<file path="src/itaf_pkg.sv">
// Shared types, constants and character helper for the integer to ASCII formatter.
// Used by the front, back and top level modules; depends on nothing else.
package itaf_pkg;

  localparam int unsigned ValueW = 32;
  localparam int unsigned CountW = 4;
  localparam int unsigned DigitW = 4;
  localparam int unsigned MaxDigits = 10;
  localparam int unsigned DigitIdxW = 4;
  localparam int unsigned QDepth = 2;
  localparam int unsigned QPtrW = 1;
  localparam int unsigned QCountW = 2;

  localparam logic [1:0] CMD_SDEC = 2'd0;
  localparam logic [1:0] CMD_UDEC = 2'd1;
  localparam logic [1:0] CMD_HEXL = 2'd2;
  localparam logic [1:0] CMD_HEXU = 2'd3;

  localparam logic [7:0] CHAR_ZERO = 8'h30;
  localparam logic [7:0] CHAR_MINUS = 8'h2d;
  localparam logic [7:0] CHAR_UPPER_A = 8'h41;
  localparam logic [7:0] CHAR_LOWER_A = 8'h61;

  localparam logic [ValueW-1:0] RecipTen = 32'hcccc_cccd;
  localparam int unsigned RecipShift = 35;

  typedef struct packed {
    logic neg;
    logic hex;
    logic upper;
    logic [ValueW-1:0] mag;
  } job_t;

  function automatic logic [7:0] digit_char(input logic [DigitW-1:0] d, input logic upper);
    logic [7:0] base;
    if (d < 4'd10) begin
      digit_char = CHAR_ZERO + {4'b0, d};
    end else begin
      base = upper ? CHAR_UPPER_A : CHAR_LOWER_A;
      digit_char = base + {4'b0, d} - 8'd10;
    end
  endfunction

endpackage

</file>
<file path="src/itaf_front.sv">
// Front end: accepts input transactions, works out sign, magnitude and radix,
// and holds the resulting jobs in a two-entry queue. Depends on itaf_pkg.
module itaf_front (
  input  logic                         clk,
  input  logic                         rst_n,
  input  logic                         in_valid,
  output logic                         in_stall,
  input  logic [itaf_pkg::ValueW-1:0]  in_value,
  input  logic [1:0]                   in_cmd,
  output logic                         job_valid,
  input  logic                         job_pop,
  output itaf_pkg::job_t               job
);

  itaf_pkg::job_t                entries_r [itaf_pkg::QDepth];
  logic [itaf_pkg::QPtrW-1:0]    wr_ptr_r;
  logic [itaf_pkg::QPtrW-1:0]    rd_ptr_r;
  logic [itaf_pkg::QCountW-1:0]  count_r;
  logic [itaf_pkg::QCountW-1:0]  count_nxt;
  logic                          push;
  logic                          pop;
  itaf_pkg::job_t                new_job;

  assign in_stall  = (count_r == itaf_pkg::QCountW'(itaf_pkg::QDepth));
  assign push      = in_valid && !in_stall;
  assign job_valid = (count_r != '0);
  assign pop       = job_pop && job_valid;
  assign job       = entries_r[rd_ptr_r];

  always_comb begin
    new_job.neg   = (in_cmd == itaf_pkg::CMD_SDEC) && in_value[itaf_pkg::ValueW-1];
    new_job.hex   = (in_cmd == itaf_pkg::CMD_HEXL) || (in_cmd == itaf_pkg::CMD_HEXU);
    new_job.upper = (in_cmd == itaf_pkg::CMD_HEXU);
    new_job.mag   = new_job.neg ? ('0 - in_value) : in_value;
  end

  always_comb begin
    count_nxt = count_r;
    if (push && !pop) begin
      count_nxt = count_r + 1'b1;
    end else if (pop && !push) begin
      count_nxt = count_r - 1'b1;
    end
  end

  always_ff @(posedge clk) begin
    if (!rst_n) begin
      wr_ptr_r <= '0;
      rd_ptr_r <= '0;
      count_r  <= '0;
    end else begin
      count_r <= count_nxt;
      if (push) begin
        wr_ptr_r <= wr_ptr_r + 1'b1;
      end
      if (pop) begin
        rd_ptr_r <= rd_ptr_r + 1'b1;
      end
    end
  end

  always_ff @(posedge clk) begin
    if (push) begin
      entries_r[wr_ptr_r] <= new_job;
    end
  end

endmodule

</file>
<file path="config.mk">
export PLATFORM = sky130hd
export DESIGN_NAME = itaf_front
export DESIGN_NICKNAME = d
export VERILOG_FILES = /design/src/itaf_pkg.sv /design/src/itaf_front.sv
export SDC_FILE = /design/constraint.sdc
export NUM_CORES = 1
export LEC_CHECK = 0
export BUFFER_PORTS_ARGS = -buffer_cell sky130_fd_sc_hd__buf_2
export CAP_MARGIN = 20
export CELL_PAD_IN_SITES_DETAIL_PLACEMENT = 0
export CELL_PAD_IN_SITES_GLOBAL_PLACEMENT = 1
export CORE_ASPECT_RATIO = 0.6
export CORE_MARGIN = 5
export CORE_UTILIZATION = 44
export CTS_CLUSTER_DIAMETER = 60
export DETAILED_ROUTE_END_ITERATION = 6
export GPL_TIMING_DRIVEN = 0
export PLACE_DENSITY_LB_ADDON = 0.1
export SLEW_MARGIN = 20
export SYNTH_ARGS = -nofsm -noshare
export SYNTH_HDL_FRONTEND = slang
export SYNTH_SLANG_ARGS = --single-unit
</file>
<file path="constraint.sdc">
create_clock -name clk -period 3.18 [get_ports clk]
set_clock_uncertainty 0.15 [all_clocks]
set_input_delay 0 -clock clk [delete_from_list [all_inputs] [get_ports clk]]
set_output_delay 0 -clock clk [all_outputs]
set_load 0.005 [all_outputs]
</file>
## Word level (Yosys, flattened, before mapping)

Memories as Yosys holds them, arrays and structs flattened. A register that Yosys moved wholly into a read port is not among the register bits.
Cells that the tools add are included.
W data, S select, Z words.

- Flip-flop bits (word level): 4
- Memory bits (writable): 70
- Bits of input ports: 38
- Output and inout port bits: 37
- Word-level logic and storage cells: 31
- Memories kept: 1

Memory list:

| name | words | bits a word | rd ports | clocked after Yosys merged registers in | write ports | line | RTL |
|---|---|---|---|---|---|---|---|
| entries_r | 2 | 35 | 1 | 1 | 1 | itaf_front.sv:15 | `itaf_pkg::job_t entries_r [itaf_pkg::QDepth];` |

- Add/sub/neg operators: 5
- Equal/unequal tests: 3
- Muxes and demuxes: 7
- Reduce and logical (&&, ||, !) cells: 12

Operators by type and width:

| cell | number |
|---|---|
| $mux W32 | 1 |
| $sub A1 B32 Y32 const A | 1 |
| $eq A2 B2 Y1 const B | 3 |
| $logic_and A1 B1 Y1 | 5 |
| $mux W1 | 4 |
| $mux W2 | 2 |
| $reduce_bool A2 Y1 | 2 |
| $logic_not A1 Y1 | 3 |
| $add A1 B1 Y1 const B | 2 |
| $add A2 B1 Y2 const B | 1 |
| $logic_not A2 Y1 | 1 |
| $sub A2 B1 Y2 const B | 1 |
| $logic_or A1 B1 Y1 | 1 |

## Longest topological paths before layout

Gate-level depths: netlist of run 1.

- Depth in word-level cells: 7
- Mapped depth: 7

## Worst setup path before layout of run 1

Ideal clock, no wire load.

- Path kind: register to register
- From: register count_r[0] (netlist bit)
- To: memory entries_r[0][0] (netlist bit), enable pin
- Setup time: 0.429 ns
- Data arrival time: 2.092 ns
- Required time: 2.601 ns
- Path slack: 0.509 ns
- Stages on the path, launching flop included: 4
- Buffers on the path: 0
- Clock period less this slack: 2.671 ns
- Cells stage by stage: dfxtp_1 nand2b_1 nand2_1 nor2_1

- Cells in the longest elaborated chain, start to end: 5

RTL lines:

| item | line | RTL |
|---|---|---|
| from (decl) | itaf_front.sv:18 | `logic [itaf_pkg::QCountW-1:0] count_r;` |
| from (signal assigned) | itaf_front.sv:52 | `count_r <= count_nxt;` |
| $eq A2 B2 Y1 | itaf_front.sv:24 | `assign in_stall = (count_r == itaf_pkg::QCountW'(itaf_pkg::QDepth));` |
| $logic_not A1 Y1 | itaf_front.sv:25 | `assign push = in_valid && !in_stall;` |
| $logic_and A1 B1 Y1 | itaf_front.sv:25 |  |
| $mux W1 | itaf_front.sv:63 | `if (push) begin` |
| $mux W1 (implied by the code) | itaf_front.sv:64 | `entries_r[wr_ptr_r] <= new_job;` |
| to (decl) | itaf_front.sv:15 |  |

No other way between the ends.

==> flow_summary.toml, run 1 <==
[clocking]
htreeDepth = 3
cts_buffers = 9
cts_root_buf = "clkbuf_16"
clk_pin_slew_worst_paths_ns = 0.06
cts_tree = "done"
clkLatencyLatePin_ns = 0.33
clockBufferDepth = 2
cts.sinks = 75

[grt]
grt_pass1_vias = 2339
overflow = 0
grt_pass1_wl_um = 12100
antenna_found_initial = 0
grt_start_max_net_pins = 28
grt_use_total_pct = 16.9

[routing]
drt-pass1-iter-count = 5
drc = 0
wl_um = 7660
viasPerCell = 4.86
vias = 2293
wl_per_cell_um = 16.2
final_antenna_net_count = 0
drtIter0Drc = 129

[run_status]
status = "completed"

[timing]
hold_violations = 0
final.min_clock_period_ns = 3.03
fmax_ghz = 0.330
worstMarginPinSlew_ns = 0.711
hold_ws_ns = 0.0114
slew_headroom_pct = 52.1
slew_violations = 0
grt_setup_unrepaired = "false"
final-setup-viol-count = 0
setup_ws_ns = 0.146
fin_crit_sh_pct = 95.4

[synth]
synth_xor_area_share_pct = 8.18
post_synth_inst_count = 239
synth_top_family_by_area = "multiplexers"
ys.warnings.count = 0
ys.flop_type = "edfxtp_1"
netlist_area_um2 = 3420
synth_cell_types = 32
yosys.area_share.adder_pct = 0.731
synth_edf_count = 70
synthArstFlopShare_pct = 0
synth.area.mux_share_pct = 11.5
synth_compound_area_share_pct = 5.12
synth_seq_area_share_pct = 64.3
synthSimpleGateAreaFrac_pct = 8.70
syn-mean-instance-area_um2 = 14.3
synth_nets = 279
synth-seq-cells = 75

[placed_design]
finalWeightedCongestion = 0.777
numPlacedInstances = 419
place_ws_ns = 0.599
place_area_um2 = 3970
io_buffers = 74
dp.final_hpwl_um = 5110

[hold_path]
hold_class = "primary input to flop"
min_from = "in_valid"
hold_depth = 4
min_to = "wr_ptr_r"

[floorplanning]
dieWidth_um = 124
die_area_um2 = 9710
core_area_um2 = 7420
num_rows = 24
ios = 75
start_util_pct = 46.2
die_h_um = 78.3

[layout]
n_antenna_cell = 0
multi_input_area_um2 = 1190
fin_util_pct = 63.4
n_fill_cell = 582
area_growth_pct = 37.4
final_nets = 403
register_area_um2 = 2200
stdcell_count = 472
fin_area_um2 = 4710
drive_gt1_share_pct = 36.7

[critical_path]
crit_slowest_cell = "dlygate4sd3_1"
crit_type = "primary input to flop"
cp.arrival_ns = 3.08
start_kind = "primary input"
crit_fanout = 7
reg2reg_to = "count_r[1]"
critPathMaxStageDelay_ns = 0.56
crit_required_ns = 3.23
crit_chain = "dlygate4sd3_1 > buf_2 > or4_1 > or3_1 > buf_2 > or3_2 > o21ai_0 > and2_1 > dlygate4sd3_1"
worstRegToRegCells = 6
crit_family = "simple AND/OR/NAND/NOR gates"
ff2ff_setup_slack_ns = 1.38
crit-reg2reg-launch = "count_r[0]"
cp_num_buf_inv = 4
endpoint_kind = "flop"

[power_and_ir_drop]
cellPowerDensity_nw_per_um2 = 694
vdd_drop_max_uv = 411
power_leakage_nw = 1.78

[flow_run]
maxCapViolations = 0
-- placed cells by master (no fill, tap or decap), drive strengths merged, types with 8 or more instances in the layout --
master,n
nor2,16
o21ai,8
mux2,35
xor2,15
nand2,8
or3,8
buf,79
edfxtp,70
clkbuf,15
xnor2,17
dlygate4sd3,37
-- report_power, final --
group | leakage, nW | switching, mW | internal [mW]
Sequential | 0.696 | 0.0369 | 1.25
Clock | 0.172 | 0.367 | 0.840
Combinational | 0.910 | 0.373 | 0.398
-- timing repair --
| item | 4_1_cts | 5_1_grt |
|---|---|---|
| setup buffers | 0 | 0 |
| hold buffers | 37 | 0 |
| endpoints found under the setup margin | 0 | 2 |
| endpoints found under the hold margin | 71 | 0 |
| resized for setup | 0 | 1 |
-- synthesized netlist by cell type, types with 3 or more instances --
master,number,area [um2]
a21oi_1,7,35.0
and2_1,6,37.5
clkbuf_1,5,18.8
dfxtp_1,5,100
edfxtp_1,70,2100
inv_1,4,15.0
mux2_2,35,394
nand2_1,8,30.0
nor2_1,16,60.1
nor3_1,3,15.0
nor4_1,4,25.0
o21ai_0,8,40.0
o31ai_1,6,45.0
or3_1,6,37.5
or4_1,3,22.5
xnor2_1,17,149
xor2_1,15,131
-- tightest hold or removal path, delay by kind of cell --
family                 cells  cell delay, ns
AND/OR/NAND/NOR            2            0.27
AO/OA/AOI/OAI              1            0.10
buffers and inverters      1            0.10
-- state kept, by name, summed over array words and instances, names as in the netlist, named ones only --
signal	count
count_r	2
wr_ptr_r	1
entries_r	70
rd_ptr_r	1
-- stage by stage --
stage | power (mW) | setup TNS, ns
floorplan | 1.74 | 0
global route | 3.43 | 0
finish | 3.27 | 0
global placement | 2.03 | -16.90
CTS | 3.31 | 0
detailed placement | 2.05 | 0
-- cell type report --
class	count	share of cell area (%)
clock inverter	6	2.71
clock buffer	10	4.87
inverter	5	0.399
multi-input combinational	151	25.2
sequential	75	46.8
buffer	8	0.665
timing repair buffer	113	16.6
tap	104	2.77
-- per-layer routing --
layer | GRT usage [%] | up-vias | wire length [um]
li1 | - | 1145 | -
met1 | 22.3 | 1068 | 3480
met2 | 24.9 | 69 | 3450
met3 | 7.61 | 11 | 653
met4 | 5.36 | 0 | 77
met5 | 0 | - | 0
-- cell families (layout without fill, tap and decap cells) --
| family | count (synthesis) | count (layout) |
|---|---|---|
| buf+inv | 13 | 142 |
| compound gates | 26 | 26 |
| mux | 35 | 35 |
| simple gates | 56 | 56 |
| xor+xnor | 32 | 32 |
| flops | 75 | 75 |
| fa+ha+maj | 2 | 2 |
-- worst max-delay path by stage --
stage / end / slack [ns] / cells past startpoint / from
floorplan: entries_r[0][0] / 0.51 / 3 / count_r[0]
global placement: entries_r[0][30] / -0.47 / 3 / count_r[0]
detailed placement: entries_r[0][30] / 0.60 / 7 / in_value[8]
CTS: entries_r[1][31] / 0.17 / 9 / in_value[8]
global route: entries_r[0][31] / 0.02 / 9 / in_value[8]
finish: entries_r[0][31] / 0.15 / 9 / in_value[8]
Note: power is estimated with default switching activity, not from simulation.
==> run 2, diff against run 1 <==
--- a/config.mk
+++ b/config.mk
@@ -11,7 +11,7 @@
 export CELL_PAD_IN_SITES_GLOBAL_PLACEMENT = 1
 export CORE_ASPECT_RATIO = 0.6
 export CORE_MARGIN = 5
-export CORE_UTILIZATION = 44
+export CORE_UTILIZATION = 30
 export CTS_CLUSTER_DIAMETER = 60
 export DETAILED_ROUTE_END_ITERATION = 6
 export GPL_TIMING_DRIVEN = 0
==> run 2 against run 1 <==
  * Combinational power rose by 2%
  * First-iteration DRC count fell by 22%
  * Sequential power about the same
  * Cell area increased by 1.0%
  * Non-clock buffer count is 1 lower
  * Wire length rose by 9.9%
  * Hold slack improved by 0.022 ns
  * Die area is 41% higher
  * Critical path depth unchanged
  * Clock-buffer cell count fell by 1
  * Largest cell class unchanged
  * Via count up 0.92%
==> flow_summary.toml, run 2 (synthesis gave the netlist of run 1 again) <==
[clocking]
clkLatencyLatePin_ns = 0.32
cts_tree = "done"
clockBufferDepth = 2
htreeDepth = 3
cts_root_buf = "clkbuf_16"
clk_pin_slew_worst_paths_ns = 0.06
cts_buffers = 9
cts.sinks = 75

[layout]
regMostFlops = "entries_r"
area_growth_pct = 38.8
fin_area_um2 = 4750
largest_register_ffs = 70
drive_gt1_share_pct = 36.9
layout_common_cells = "75 x buf_2, 70 x edfxtp_1, 36 x dlygate4sd3_1, 35 x mux2_2, 17 x xnor2_1"
register_area_um2 = 2200
multi_input_area_um2 = 1180
largest_registers = "entries_r: 70 flops, count_r: 2 flops"
mostFrequentLayoutCell = "buf_2"
final_nets = 402
n_fill_cell = 1063
n_antenna_cell = 0
fin_util_pct = 42.4

[hold_path]
hold_class = "primary input to flop"

[run_status]
status = "completed"

[routing]
final_antenna_net_count = 0
viasPerCell = 4.54
wl_um = 8420
vias = 2314
drt-pass1-iter-count = 5
wl_per_cell_um = 16.5
drtIter0Drc = 100
drc = 0

[placed_design]
io_buffers = 74
finalWeightedCongestion = 0.738
place_ws_ns = 0.510
dp.final_hpwl_um = 5930
place_area_um2 = 4040

[floorplanning]
dieWidth_um = 148
die_area_um2 = 13700
die_h_um = 92.8
core_area_um2 = 11200
start_util_pct = 30.5
num_rows = 30
ios = 75

[power_and_ir_drop]
finalPower_mw = 3.28
power_leakage_nw = 1.78
vdd_drop_max_uv = 315
cellPowerDensity_nw_per_um2 = 690

[timing]
slew_violations = 0
grt_setup_unrepaired = "false"
slew_headroom_pct = 46.7
setup_ws_ns = 0.165
worstMarginPinSlew_ns = 0.792
fmax_ghz = 0.332
hold_violations = 0
final-setup-viol-count = 0
fin_crit_sh_pct = 94.8
final.min_clock_period_ns = 3.01
setup_tns_ns = 0

[grt]
grt_use_total_pct = 12.9
overflow = 0
grt_start_max_net_pins = 21
antenna_found_initial = 0
grt_pass1_wl_um = 13400
grt_pass1_vias = 2407

[critical_path]
crit_required_ns = 3.22
critPathMaxStageDelay_ns = 0.56
start_kind = "primary input"
crit_chain = "dlygate4sd3_1 > buf_2 > or4_1 > or3_1 > buf_2 > or3_2 > o21ai_1 > and2_1 > dlygate4sd3_1"
crit_fanout = 7
crit_type = "primary input to flop"
crit_family = "simple AND/OR/NAND/NOR gates"
cp.arrival_ns = 3.05
endpoint_kind = "flop"
crit_slowest_cell = "dlygate4sd3_1"
ff2ff_setup_slack_ns = 1.28
cp_num_buf_inv = 4

[flow_run]
maxCapViolations = 0
## run 2: what timing repair did
action,4_1_cts,5_1_grt
endpoints found under the hold margin,71,0
setup endpoints to repair,0,2
buffers inserted,0,0
resized for setup,0,1
hold buffers,36,0
## run 2: worst reg2reg max path, stage by stage, from the launching register on
cell and delay, ns:
dfxtp_1 0.39, nand2b_1 0.18, nand2_1 0.13, nor2_4 0.50
buf_16 0.25
## run 2: worst paths after layout
check,startpoint,end,cells after the start
worst min-delay path,in_value[1],entries_r[0][5],3
worst max-delay path,in_value[10],entries_r[1][31],9
worst min register to register,count_r[1],count_r[1],2
worst max register to register,count_r[0],entries_r[0][6],4
## run 2: power breakdown
group | leakage [nW] | switching, mW | total [mW] | internal [mW]
Clock | 0.173 | 0.367 | 1.20 | 0.837
Sequential | 0.696 | 0.0368 | 1.29 | 1.25
Combinational | 0.911 | 0.385 | 0.788 | 0.404
## run 2: final cells by class
cell class | count | share of cell area, %
Buffer | 8 | 0.658
Inverter | 5 | 0.395
Sequential cell | 75 | 46.3
Tap cell | 144 | 3.79
Multi-Input combinational cell | 151 | 24.8
Clock inverter | 6 | 2.71
Timing Repair Buffer | 112 | 16.5
Clock buffer | 9 | 4.74
## run 2: routing by layer
metal	vias up	part of all wire, %	GRT usage (%)
li1	1129	-	-
met5	-	0	0
met2	54	42	18.7
met3	4	5.7	4.79
met1	1127	52	18.1
met4	0	0.75	3.54
## run 2: stage by stage
step | hold WS, ns | std cells
floorplan | -0.0511 | 239
global placement | 0.113 | 457
detailed placement | 0.121 | 459
CTS | 0.0225 | 510
global route | 0.0626 | 510
finish | 0.0337 | 510
==> run 3, diff against run 2 <==
--- a/config.mk
+++ b/config.mk
@@ -11,7 +11,7 @@
 export CELL_PAD_IN_SITES_GLOBAL_PLACEMENT = 1
 export CORE_ASPECT_RATIO = 0.6
 export CORE_MARGIN = 5
-export CORE_UTILIZATION = 30
+export CORE_UTILIZATION = 25
 export CTS_CLUSTER_DIAMETER = 60
 export DETAILED_ROUTE_END_ITERATION = 6
 export GPL_TIMING_DRIVEN = 0
==> run 3 against run 2 <==
  * Flip-flop and latch count did not move
  * Critical path type unchanged
  * First-iteration DRC count shrank 12%
  * Clock power down 4%
  * Final cell count rose by 6.3%
==> flow_summary.toml, run 3 (synthesis gave the netlist of run 1 again) <==
[clocking]
clk_pin_slew_worst_paths_ns = 0.06
clkLatencyLatePin_ns = 0.33
cts.sinks = 75
cts_root_buf = "clkbuf_16"
htreeDepth = 3
cts_tree = "done"
clockBufferDepth = 2
cts_buffers = 9
cts-resized-gates = 0
cts_hold_buf = 36
cts_setup_buffers = 0

[floorplanning]
ios = 75
start_util_pct = 25.3
die_area_um2 = 16200
num_rows = 33
die_h_um = 101
dieWidth_um = 161
core_area_um2 = 13500

[critical_path]
cp.arrival_ns = 2.74
endpoint_kind = "flop"
crit_fanout = 7
crit_required_ns = 3.11
critPathMaxStageDelay_ns = 0.63
crit_type = "primary input to flop"
start_kind = "primary input"
crit_chain = "dlygate4sd3_1 > buf_2 > or4_1 > or3_1 > buf_2 > nor4_1 > a21oi_1 > xor2_1"
path_common_cell = "buf_2"
crit_slowest_cell = "nor4_1"
crit_family = "simple AND/OR/NAND/NOR gates"
cp_num_buf_inv = 3

[timing]
grt_setup_unrepaired = "false"
hold_violations = 0
slew_headroom_pct = 52.9
fmax_ghz = 0.355
setup_ws_ns = 0.367
final.min_clock_period_ns = 2.81
worstMarginPinSlew_ns = 0.700
slew_violations = 0
final-setup-viol-count = 0
fin_crit_sh_pct = 88.5

[power_and_ir_drop]
vdd_drop_max_uv = 248
finalPower_mw = 3.23
power_leakage_nw = 1.76
cellPowerDensity_nw_per_um2 = 679

[layout]
area_growth_pct = 39.2
largest_registers = "entries_r: 70 flops, count_r: 2 flops"
mostFrequentLayoutCell = "buf_2"
register_area_um2 = 2200
n_fill_cell = 1327
layout_common_cells = "75 x buf_2, 70 x edfxtp_1, 36 x dlygate4sd3_1, 35 x mux2_2, 17 x xnor2_1"
n_antenna_cell = 0
final_nets = 402
largest_register_ffs = 70
fin_area_um2 = 4770
multi_input_area_um2 = 1180
drive_gt1_share_pct = 36.8
regMostFlops = "entries_r"

[hold_path]
hold_class = "primary input to flop"

[routing]
drc = 0
final_antenna_net_count = 0
drt-pass1-iter-count = 4
wl_um = 8790
viasPerCell = 4.23
drtIter0Drc = 88
vias = 2293
wl_per_cell_um = 16.2

[placed_design]
dp.final_hpwl_um = 6280
io_buffers = 74
finalWeightedCongestion = 0.693
place_ws_ns = 0.515
place_area_um2 = 4070

[grt]
antenna_found_initial = 0
grt_pass1_vias = 2377
overflow = 0
grt_pass1_wl_um = 13700
grt_start_max_net_pins = 21
grt_use_total_pct = 11.4

[flow_run]
maxCapViolations = 0

[run_status]
status = "completed"
-- run 3: cell count changes in the layout (fill, tap and decap cells not counted), sizes merged --
cell and delta:
clkinv -1, clkinvlp +1, clkbuf +2, bufinv -1
-- run 3: stage by stage --
step                      util [%]  hold WS [ns]  std cells  setup TNS (ns)
after floorplan                  -       -0.0511        239               0
after global placement        29.6         0.119        488          -29.01
after detailed placement      30.1         0.112        490               0
after CTS                     35.2        0.0171        542               0
after global routing          35.2        0.0719        542               0
final                         35.2        0.0223        542               0
-- run 3: power breakdown --
group | switching (mW) | internal, mW | leakage (nW)
sequential | 0.0364 | 1.25 | 0.696
clock | 0.383 | 0.765 | 0.160
combinational | 0.396 | 0.402 | 0.909
-- run 3: worst paths after layout --
kind	startpoint	to	slack (ns)	depth (start not counted)
setup / recovery	in_value[8]	entries_r[1][30]	0.37	8
hold / removal	in_valid	wr_ptr_r	0.02	4
setup reg to reg	count_r[0]	entries_r[0][13]	1.29	4
hold reg to reg	count_r[1]	count_r[1]	0.38	2
-- run 3: layer usage --
metal	GRT usage [%]	vias to the layer above	share of wire, %
met5	0	-	0
met4	2.75	0	0.96
met3	4.37	6	5.6
met2	16.5	58	41
met1	16.0	1093	52
li1	-	1136	-
-- run 3: layout make-up --
| class | instances | area share (%) |
|---|---|---|
| Clock buffer | 11 | 4.88 |
| Clock inverter | 5 | 2.15 |
| Tap cell | 175 | 4.59 |
| Inverter | 5 | 0.394 |
| Multi-Input combinational cell | 151 | 24.8 |
| Sequential cell | 75 | 46.2 |
| Buffer | 8 | 0.656 |
| Timing Repair Buffer | 112 | 16.3 |
-- run 3: worst reg2reg max path: stages (launching register included) --
cell	delay, ns
dfxtp_1	0.38
nand2b_1	0.17
nand2_1	0.12
nor2_4	0.50
buf_16	0.25
